## config.mk

```make
export PLATFORM = sky130hd
export DESIGN_NAME = min_jerk_servo_interpolator_top
export DESIGN_NICKNAME = d
export VERILOG_FILES = /design/src/rtl/mjsi_pkg.sv /design/src/rtl/mjsi_div.sv /design/src/rtl/mjsi_mul.sv /design/src/rtl/min_jerk_servo_interpolator_top.sv
export VERILOG_INCLUDE_DIRS = /design/src /design/src/rtl
export SDC_FILE = /design/constraint.sdc
export NUM_CORES = 2
export LEC_CHECK = 0
export BUFFER_PORTS_ARGS = -buffer_cell sky130_fd_sc_hd__buf_2
export CORE_MARGIN = 1.5
export CORE_UTILIZATION = 45
export DETAILED_ROUTE_END_ITERATION = 12
export PLACE_DENSITY = 0.68
export REMOVE_ABC_BUFFERS = 1
export SETUP_SLACK_MARGIN = 0.5
export SKIP_LAST_GASP = 1
export SYNTH_ARGS = -nofsm -noshare
export SYNTH_HDL_FRONTEND = slang
export SYNTH_SLANG_ARGS = --single-unit
export TNS_END_PERCENT = 5
```

## constraint.sdc

```tcl
create_clock -name clk -period 26.7 [get_ports clk]
set_clock_uncertainty 0.2 [all_clocks]
set_input_delay 2.67 -clock clk [delete_from_list [all_inputs] [get_ports clk]]
set_output_delay 2.67 -clock clk [all_outputs]
set_load 0.01 [all_outputs]
```

## src/rtl/assert_macros.svh

```systemverilog
// Assertion helpers used by the top-level RTL.
`ifndef ASSERT_MACROS_SVH
`define ASSERT_MACROS_SVH

// Implication checked at every rising clock edge, off while in reset.
`define CHK_IMPL(label, clk, rst_n, pre, post) \
  label: assert property (@(posedge clk) disable iff (!rst_n) (pre) |-> (post)) \
    else $error("implication check failed");

// Next-cycle implication, off while in reset.
`define CHK_NEXT(label, clk, rst_n, pre, post) \
  label: assert property (@(posedge clk) disable iff (!rst_n) (pre) |=> (post)) \
    else $error("next-cycle check failed");

`endif

```

## src/rtl/mjsi_pkg.sv

```systemverilog
package mjsi_pkg;
  localparam int REQ_W = 2;
  localparam int ID_W  = 4;
  localparam int POS_W = 16;
  localparam int MS_W  = 16;

  localparam int SERVO_COUNT = 11;

  localparam logic [REQ_W-1:0] REQ_TICK   = 2'd0;
  localparam logic [REQ_W-1:0] REQ_MOVE   = 2'd1;
  localparam logic [REQ_W-1:0] REQ_PRESET = 2'd2;
  localparam logic [REQ_W-1:0] REQ_UNUSED = 2'd3;

  localparam logic [MS_W-1:0] MS_MAX = 16'hFFFF;
endpackage

```

## src/rtl/mjsi_div.sv

```systemverilog
// Restoring divider, one quotient bit per cycle.
// Needs dividend < divisor; returns floor(dividend * 2^FRAC_BITS / divisor).
module mjsi_div import mjsi_pkg::*; #(
  parameter int FRAC_BITS = 16
) (
  input  logic                 clk,
  input  logic                 rst_n,
  input  logic                 go,
  input  logic [MS_W-1:0]      dividend,
  input  logic [MS_W-1:0]      divisor,
  output logic                 done,
  output logic [FRAC_BITS-1:0] quot
);
  localparam int CW = $clog2(FRAC_BITS + 1);

  logic [MS_W:0]          rem_r;
  logic [MS_W-1:0]        dvs_r;
  logic [FRAC_BITS-1:0]   q_r;
  logic [CW-1:0]          cnt_r;
  logic                   run_r;
  logic                   done_r;
  logic [MS_W:0]          shl;
  logic                   ge;
  logic [MS_W:0]          rem_nxt;

  assign shl     = {rem_r[MS_W-1:0], 1'b0};
  assign ge      = shl >= {1'b0, dvs_r};
  assign rem_nxt = ge ? (shl - {1'b0, dvs_r}) : shl;

  always_ff @(posedge clk) begin
    if (!rst_n) begin
      run_r  <= 1'b0;
      done_r <= 1'b0;
      cnt_r  <= '0;
    end else begin
      done_r <= 1'b0;
      if (go) begin
        rem_r <= {1'b0, dividend};
        dvs_r <= divisor;
        cnt_r <= '0;
        run_r <= 1'b1;
      end else if (run_r) begin
        rem_r <= rem_nxt;
        q_r   <= {q_r[FRAC_BITS-2:0], ge};
        cnt_r <= cnt_r + 1'b1;
        if (cnt_r == CW'(FRAC_BITS - 1)) begin
          run_r  <= 1'b0;
          done_r <= 1'b1;
        end
      end
    end
  end

  assign done = done_r;
  assign quot = q_r;
endmodule

```

## src/rtl/mjsi_mul.sv

```systemverilog
// Shift-add multiplier, one multiplier bit per cycle (unsigned).
module mjsi_mul #(
  parameter int AW = 17,
  parameter int BW = 17
) (
  input  logic             clk,
  input  logic             rst_n,
  input  logic             go,
  input  logic [AW-1:0]    a,
  input  logic [BW-1:0]    b,
  output logic             done,
  output logic [AW+BW-1:0] prod
);
  localparam int PW = AW + BW;
  localparam int CW = $clog2(BW + 1);

  logic [PW-1:0] a_r;
  logic [PW-1:0] p_r;
  logic [BW-1:0] b_r;
  logic [CW-1:0] cnt_r;
  logic          run_r;
  logic          done_r;

  always_ff @(posedge clk) begin
    if (!rst_n) begin
      run_r  <= 1'b0;
      done_r <= 1'b0;
      cnt_r  <= '0;
    end else begin
      done_r <= 1'b0;
      if (go) begin
        a_r   <= PW'(a);
        b_r   <= b;
        p_r   <= '0;
        cnt_r <= '0;
        run_r <= 1'b1;
      end else if (run_r) begin
        if (b_r[0]) p_r <= p_r + a_r;
        a_r   <= {a_r[PW-2:0], 1'b0};
        b_r   <= b_r >> 1;
        cnt_r <= cnt_r + 1'b1;
        if (cnt_r == CW'(BW - 1)) begin
          run_r  <= 1'b0;
          done_r <= 1'b1;
        end
      end
    end
  end

  assign done = done_r;
  assign prod = p_r;
endmodule

```

## src/rtl/min_jerk_servo_interpolator_top.sv

```systemverilog
// A move holds busy for the S_MOVE state only, a preset or ignored command not at all; a tick
// scans each servo, where an idle or snapping one is handled in S_SCAN and an interpolating one
// runs the bit-serial divider and then the multiplier for tau^2 to tau^5 and the scaling, then
// walks every index up to the last moved servo to report (a single empty report if none moved).
// Throughput: one transaction at a time; busy stays high until the last result is out.
// Results strobed by out_valid, no stall; reset (rst_n low, sync) zeroes servo state.
module min_jerk_servo_interpolator_top import mjsi_pkg::*; #(
  parameter int FRAC_BITS   = 16
) (
  input  logic                    clk,
  input  logic                    rst_n,
  input  logic                    start,
  output logic                    busy,
  input  logic [REQ_W-1:0]        in_req_type,
  input  logic [ID_W-1:0]         in_servo_sel,
  input  logic signed [POS_W-1:0] in_goal_position,
  input  logic [MS_W-1:0]         in_move_ms,
  output logic                    out_valid,
  output logic [ID_W-1:0]         out_servo_id,
  output logic signed [POS_W-1:0] out_position,
  output logic                    out_position_valid,
  output logic                    out_all_done,
  output logic                    out_last_of_run
);
`include "assert_macros.svh"

  localparam int F   = FRAC_BITS;
  localparam int SC  = SERVO_COUNT;
  localparam int IW  = (SC > 1) ? $clog2(SC) : 1;
  localparam int AW  = (F > POS_W + 1) ? F : POS_W + 1;  // multiplicand: tau power or |delta|
  localparam int BW  = F + 1;                             // multiplier: tau or clamped s
  localparam int PW  = AW + BW;
  localparam int SPW = F + 6;                             // room for 10*t3 + 6*t5

  typedef enum logic [3:0] {
    S_IDLE, S_MOVE, S_SCAN, S_DIV, S_T2, S_T3, S_T4, S_T5, S_SCALE, S_EMIT
  } state_t;

  state_t state_r;

  // Per-servo state; every read goes through the sequencer index idx_r.
  logic [POS_W-1:0] start_pos_r  [SC];
  logic [POS_W-1:0] goal_pos_r   [SC];
  logic [POS_W-1:0] now_pos_r    [SC];
  logic [MS_W-1:0]  span_ms_r    [SC];
  logic [MS_W-1:0]  elapsed_ms_r [SC];

  logic [IW-1:0]    idx_r;
  logic [SC-1:0]    moved_r;      // servos that changed on this tick
  logic             busy_run_r;   // some servo still interpolating
  logic [POS_W-1:0] goal_hold_r;  // move operands held for the S_MOVE cycle
  logic [MS_W-1:0]  ms_hold_r;
  logic [F-1:0]     tau_r, t3_r, t4_r;

  logic             div_go_r, mul_go_r;
  logic [MS_W-1:0]  div_num_r, div_den_r;
  logic [AW-1:0]    mul_a_r;
  logic [BW-1:0]    mul_b_r;
  logic             div_done, mul_done;
  logic [F-1:0]     div_q;
  logic [PW-1:0]    mul_p;

  logic                   out_valid_r, out_pv_r, out_done_r, out_last_r;
  logic [ID_W-1:0]        out_id_r;
  logic [POS_W-1:0]       out_pos_r;

  mjsi_div #(.FRAC_BITS(F)) u_div (
    .clk(clk), .rst_n(rst_n), .go(div_go_r), .dividend(div_num_r), .divisor(div_den_r),
    .done(div_done), .quot(div_q)
  );

  mjsi_mul #(.AW(AW), .BW(BW)) u_mul (
    .clk(clk), .rst_n(rst_n), .go(mul_go_r), .a(mul_a_r), .b(mul_b_r),
    .done(mul_done), .prod(mul_p)
  );

  // Combinational views of the command and of the indexed servo.
  logic              accept;
  logic [IW-1:0]     sel_idx;
  logic              sel_ok;
  logic              last_idx;
  logic [MS_W-1:0]   el_inc;
  logic [F-1:0]      t_cur;        // product >> F for tau powers
  logic signed [SPW-1:0] s_poly;
  logic [F:0]        s_clamp;
  logic signed [POS_W:0] delta;
  logic              delta_neg;
  logic [POS_W:0]    delta_mag;
  logic [POS_W:0]    scaled;       // |delta| * s >> F, truncation toward zero
  logic [POS_W:0]    signed_step;
  logic [POS_W-1:0]  pos_new;
  logic [SC-1:0]     moved_rest;

  assign accept   = start && !busy;
  assign sel_idx  = IW'(in_servo_sel);
  assign sel_ok   = 32'(in_servo_sel) < 32'(SC);
  assign last_idx = idx_r == IW'(SC - 1);
  assign el_inc   = (elapsed_ms_r[idx_r] == MS_MAX) ? MS_MAX : elapsed_ms_r[idx_r] + 1'b1;
  assign t_cur    = mul_p[2*F-1:F];

  // s = 10*t3 - 15*t4 + 6*t5 with t5 taken straight from the multiplier.
  assign s_poly = $signed(SPW'(t3_r) << 3) + $signed(SPW'(t3_r) << 1)
                - ($signed(SPW'(t4_r) << 4) - $signed(SPW'(t4_r)))
                + $signed(SPW'(t_cur) << 2) + $signed(SPW'(t_cur) << 1);
  always_comb begin
    if (s_poly < 0) s_clamp = '0;
    else if (s_poly > $signed(SPW'(1) << F)) s_clamp = (F+1)'(1) << F;
    else s_clamp = s_poly[F:0];
  end

  assign delta       = $signed({goal_pos_r[idx_r][POS_W-1], goal_pos_r[idx_r]})
                     - $signed({start_pos_r[idx_r][POS_W-1], start_pos_r[idx_r]});
  assign delta_neg   = delta[POS_W];
  assign delta_mag   = delta_neg ? (POS_W+1)'(-delta) : delta;
  assign scaled      = mul_p[F+POS_W:F];
  assign signed_step = delta_neg ? ((POS_W+1)'(0) - scaled) : scaled;
  assign pos_new     = start_pos_r[idx_r] + signed_step[POS_W-1:0];
  assign moved_rest  = moved_r >> idx_r;

  always_ff @(posedge clk) begin
    if (!rst_n) begin
      state_r     <= S_IDLE;
      idx_r       <= '0;
      moved_r     <= '0;
      busy_run_r  <= 1'b0;
      div_go_r    <= 1'b0;
      mul_go_r    <= 1'b0;
      out_valid_r <= 1'b0;
      for (int i = 0; i < SC; i++) begin
        start_pos_r[i]  <= '0;
        goal_pos_r[i]   <= '0;
        now_pos_r[i]    <= '0;
        span_ms_r[i]    <= '0;
        elapsed_ms_r[i] <= '0;
      end
    end else begin
      div_go_r    <= 1'b0;
      mul_go_r    <= 1'b0;
      out_valid_r <= 1'b0;
      case (state_r)
        S_IDLE: begin
          if (accept) begin
            if (in_req_type == REQ_TICK) begin
              idx_r      <= '0;
              moved_r    <= '0;
              busy_run_r <= 1'b0;
              state_r    <= S_SCAN;
            end else if (in_req_type == REQ_MOVE && sel_ok) begin
              idx_r       <= sel_idx;
              goal_hold_r <= in_goal_position;
              ms_hold_r   <= in_move_ms;
              state_r     <= S_MOVE;
            end else if (in_req_type == REQ_PRESET && sel_ok) begin
              start_pos_r[sel_idx]  <= in_goal_position;
              goal_pos_r[sel_idx]   <= in_goal_position;
              now_pos_r[sel_idx]    <= in_goal_position;
              span_ms_r[sel_idx]    <= '0;
              elapsed_ms_r[sel_idx] <= '0;
            end
          end
        end
        S_MOVE: begin
          start_pos_r[idx_r]  <= now_pos_r[idx_r];
          goal_pos_r[idx_r]   <= goal_hold_r;
          span_ms_r[idx_r]    <= ms_hold_r;
          elapsed_ms_r[idx_r] <= '0;
          state_r             <= S_IDLE;
        end
        S_SCAN: begin
          if (now_pos_r[idx_r] != goal_pos_r[idx_r]) begin
            elapsed_ms_r[idx_r] <= el_inc;
            moved_r[idx_r]      <= 1'b1;
            if (el_inc >= span_ms_r[idx_r]) begin
              now_pos_r[idx_r] <= goal_pos_r[idx_r];
            end else begin
              div_num_r <= el_inc;
              div_den_r <= span_ms_r[idx_r];
              div_go_r  <= 1'b1;
              state_r   <= S_DIV;
            end
          end
          // advance unless an interpolation was launched
          if (!(now_pos_r[idx_r] != goal_pos_r[idx_r] && el_inc < span_ms_r[idx_r])) begin
            if (last_idx) begin
              idx_r   <= '0;
              state_r <= S_EMIT;
            end else begin
              idx_r <= idx_r + 1'b1;
            end
          end
        end
        S_DIV: begin
          if (div_done) begin
            tau_r    <= div_q;
            mul_a_r  <= AW'(div_q);
            mul_b_r  <= BW'(div_q);
            mul_go_r <= 1'b1;
            state_r  <= S_T2;
          end
        end
        S_T2: begin
          if (mul_done) begin
            mul_a_r  <= AW'(t_cur);
            mul_b_r  <= BW'(tau_r);
            mul_go_r <= 1'b1;
            state_r  <= S_T3;
          end
        end
        S_T3: begin
          if (mul_done) begin
            t3_r     <= t_cur;
            mul_a_r  <= AW'(t_cur);
            mul_b_r  <= BW'(tau_r);
            mul_go_r <= 1'b1;
            state_r  <= S_T4;
          end
        end
        S_T4: begin
          if (mul_done) begin
            t4_r     <= t_cur;
            mul_a_r  <= AW'(t_cur);
            mul_b_r  <= BW'(tau_r);
            mul_go_r <= 1'b1;
            state_r  <= S_T5;
          end
        end
        S_T5: begin
          if (mul_done) begin
            mul_a_r  <= AW'(delta_mag);
            mul_b_r  <= s_clamp;
            mul_go_r <= 1'b1;
            state_r  <= S_SCALE;
          end
        end
        S_SCALE: begin
          if (mul_done) begin
            now_pos_r[idx_r] <= pos_new;
            busy_run_r       <= 1'b1;
            if (last_idx) begin
              idx_r   <= '0;
              state_r <= S_EMIT;
            end else begin
              idx_r   <= idx_r + 1'b1;
              state_r <= S_SCAN;
            end
          end
        end
        S_EMIT: begin
          if (moved_r == '0) begin
            // nothing moved: single empty report
            out_valid_r <= 1'b1;
            out_id_r    <= '0;
            out_pos_r   <= '0;
            out_pv_r    <= 1'b0;
            out_done_r  <= 1'b1;
            out_last_r  <= 1'b1;
            state_r     <= S_IDLE;
          end else begin
            if (moved_r[idx_r]) begin
              out_valid_r <= 1'b1;
              out_id_r    <= ID_W'(idx_r);
              out_pos_r   <= now_pos_r[idx_r];
              out_pv_r    <= 1'b1;
              out_done_r  <= !busy_run_r;
              out_last_r  <= moved_rest == SC'(1);
            end
            if (moved_rest == SC'(1)) state_r <= S_IDLE;
            else idx_r <= idx_r + 1'b1;
          end
        end
        default: state_r <= S_IDLE;
      endcase
    end
  end

  assign busy               = state_r != S_IDLE;
  assign out_valid          = out_valid_r;
  assign out_servo_id       = out_id_r;
  assign out_position       = out_pos_r;
  assign out_position_valid = out_pv_r;
  assign out_all_done       = out_done_r;
  assign out_last_of_run    = out_last_r;

  // After an accepted tick the sequencer is busy in the next cycle.
  `CHK_NEXT(a_tick_busy, clk, rst_n, accept && in_req_type == REQ_TICK, busy)
  // More results of a run still to come means the sequencer is still working.
  `CHK_IMPL(a_run_busy, clk, rst_n, out_valid && !out_last_of_run, busy)
  // The empty report is the only and final one, and reports completion.
  `CHK_IMPL(a_empty_rep, clk, rst_n, out_valid && !out_position_valid,
            out_all_done && out_last_of_run)
endmodule

```

==> metrics.yaml <==
outcome:
  status: "complete, no violations"
yosys:
  synth_top_area_cell: "edfxtp_1"
  synth_top_area_frac: 0.599
  synth-edff-count: 1498
  yosysWarnings: 0
  synth_ff_type: "edfxtp_1"
  syn_area_per_cell_um2: 14.3
  postSynthCellCount: 5265
  syn_area_um2: 75200
  synth.ff_latch_count: 1619
  synth_common_cells: "edfxtp_1, nor2_1, mux4_2"
  async_flop_share: 0
  synthDistinctLibCells: 95
  yosys-top-cells-area: "edfxtp_1, mux4_2, nor2_1"
  synth.most_common_cell: "edfxtp_1"
  yosysSeqAreaShare: 0.631
layout:
  area_delta_synth_final_pct: 10.7
  ff_latch_area_um2: 47400
  nets: 5493
  layout-drive-gt1-share: 0.177
  multi_input_area_um2: 25500
  fillers: 13600
  final_core_util: 0.503
timing:
  fin_crit_sh: 0.354
  final_hold_viol_count: 0
  period_minus_slack_ps: 9440
  slew_violations: 0
  setup_viol: 0
  hold_ws_ps: 218
  relSlewSlack: 0.170
  tns_ps: 0
  fin_ws_ps: 17260
  max_freq_mhz: 106
  rsz0062_at_grt: "false"
  worstMarginPinSlew_ps: 1240
power_and_ir_drop:
  p_switching_uw: 2440
  total_power_uw: 7520
  power.leakage_uw: 0.0289
  p_seq_frac: 0.394
  power.internal_uw: 5070
  powerDensity_nw_per_um2: 90.4
  p_clk_frac: 0.307
  combinationalPowerShare: 0.299
  swShare: 0.325
  ir_drop_mv: 0.0799
critical_path:
  r2r-end: "now_pos_r[11][13]"
  critPathLaunchType: "flop"
  worstPathRequired_ps: 26990
  cp.arrival_ps: 9720
  rrSetupSlack_ps: 17260
  r2r_cells: 22
  cp-end-kind: "flop"
  critPathMaxFanout: 118
  timing_worst_setup_path_type: "reg2reg"
die:
  die_h_um: 412
  die-area_um2: 169000
  start_util: 0.454
  core-area_um2: 165000
  pin_count: 66
  die_w_um: 412
  num_rows: 149
global_routing:
  grt_pass1_vias: 45700
  antenna_found_initial: 10
  gr-usage-all-layers: 0.243
  grt_max_degree: 148
  grt.overflow.total: 0
  grt_pass1_wl_mm: 303
clock_network:
  ctsLongestPathBuffers: 3
  cts.hold.buffers_added: 0
  h-tree-depth: 4
  numCtsBuffers: 162
  cts_tree: "yes"
  clk_latency_ps: 830
  post_cts_buffers: 0
  cts_resized: 0
  path_clk_slew_ps: 60
  root_buffer: "clkbuf_16"
  cts_num_sinks: 1619
place:
  post-place-ws_ps: 17330
  detailed_place_hpwl_mm: 123
  gp_congestion: 0.915
  io_buffer_count: 65
drt:
  drc: 0
  routed_wl_mm: 206
  wl_met2_mm: 97.1
  met3WireLength_mm: 20.8
  drt_iter0_markers: 5438
  drtAntennaViolNets: 0
  routedLengthMet1_mm: 82.0
  dr.pass1.iters: 6
  wl_per_cell_um: 27.2
  via_count: 46100
  vias_per_cell: 6.08
  maxUsedRoutingLayer: "met5"
hold_path:
  holdPathStages: 0
  hold_class: "reg2reg"
  hold_start: "div_den_r[13]"
  hold_path_end: "u_div.dvs_r[13]"
job:
  maxCapViolations: 0
cell families (layout without fill, tap and decap cells):
| family | count (synthesis) | in the layout | share of synthesized area |
|---|---|---|---|
| AOI/OAI and AO/OA | 648 | 648 | 0.0589 |
| DFF | 1619 | 1619 | 0.631 |
| and+or+nand+nor | 1564 | 1564 | 0.0934 |
| xor gates and xnor gates | 145 | 145 | 0.0169 |
| muxes | 478 | 478 | 0.129 |
| other | 0 | 5 | 0 |
| buffers and inverters | 615 | 745 | 0.0350 |
| adders and majority gates | 196 | 196 | 0.0364 |
layout by cell type, fill, tap and decap left out, drive strengths merged, types with 50 or more instances in the layout:
cell type	Yosys	routed
a211oi	51	51
a21oi	162	162
a22oi	61	61
buf	131	176
clkbuf	216	217
clkinv	0	63
dfxtp	121	121
edfxtp	1498	1498
ha	158	158
inv	266	271
mux2i	54	54
mux4	379	379
nand2	273	273
nand3	50	50
nor2	821	821
nor3	191	191
o21ai	110	110
xnor2	93	93
xor2	52	52
flip-flops by register name, summed over array words and instances, names as in the netlist, 32 cells and up, named ones only:
register and cells:
u_mul.prod 32, u_mul.a_r 32, now_pos_r 256, goal_pos_r 256
span_ms_r 256, start_pos_r 256, elapsed_ms_r 256
layer usage:
layer	vias up	GRT usage
met5	-	0
met4	8	0.0777
met3	376	0.0449
met2	2413	0.389
met1	23500	0.338
li1	19800	-
worst max-delay path: stages, from the launching register on:
cell      delay (ps)
dfxtp_4          920
buf_12           770
buf_4            890
mux4_2           600
a22oi_1          280
nand2_1          210
ha_1             450
o21a_1           200
a21oi_1          130
nor4_1           330
o211ai_1         220
a31o_2           400
o21ai_0          420
ha_1             320
a211oi_1         330
o21bai_1         170
a31oi_1          300
o211ai_1         190
a31o_2           300
xnor2_1          140
o21ai_0           90
a21oi_1          810
inv_1            280
metrics by stage:
stage	area (µm²)	std cells
floorplan	73500	4916
global placement	77800	7281
detailed placement	77800	7281
CTS	83200	7584
global route	83200	7584
finish	83200	7589
how the worst max path moves through the flow:
| stage | startpoint | end | cells past startpoint |
|---|---|---|---|
| after global placement | flop | now_pos_r[12][13] | 22 |
| after global routing | flop | now_pos_r[15][13] | 22 |
| after floorplan | flop | now_pos_r[6][0] | 20 |
| after detailed placement | flop | now_pos_r[12][14] | 24 |
| final | flop | now_pos_r[11][13] | 22 |
| after CTS | flop | now_pos_r[9][14] | 24 |
power by group through the flow:
stage,combinational (µW),clock (µW),sequential [µW]
after global routing,2390,2420,2970
final,2250,2310,2960
after global placement,2220,0,3010
after CTS,2230,2330,2960
after detailed placement,2220,0,3010
after floorplan,1730,0,3100
final cells by class:
type                    count  area share
diodes                      5    0.000150
well taps                2189      0.0329
clock inverters            86      0.0113
clock buffers             217      0.0534
multi-input cells        3031       0.306
inverters                 266      0.0120
flip-flops and latches   1619       0.570
repair buffers            176      0.0143
Power figures use the tool's default switching activity.
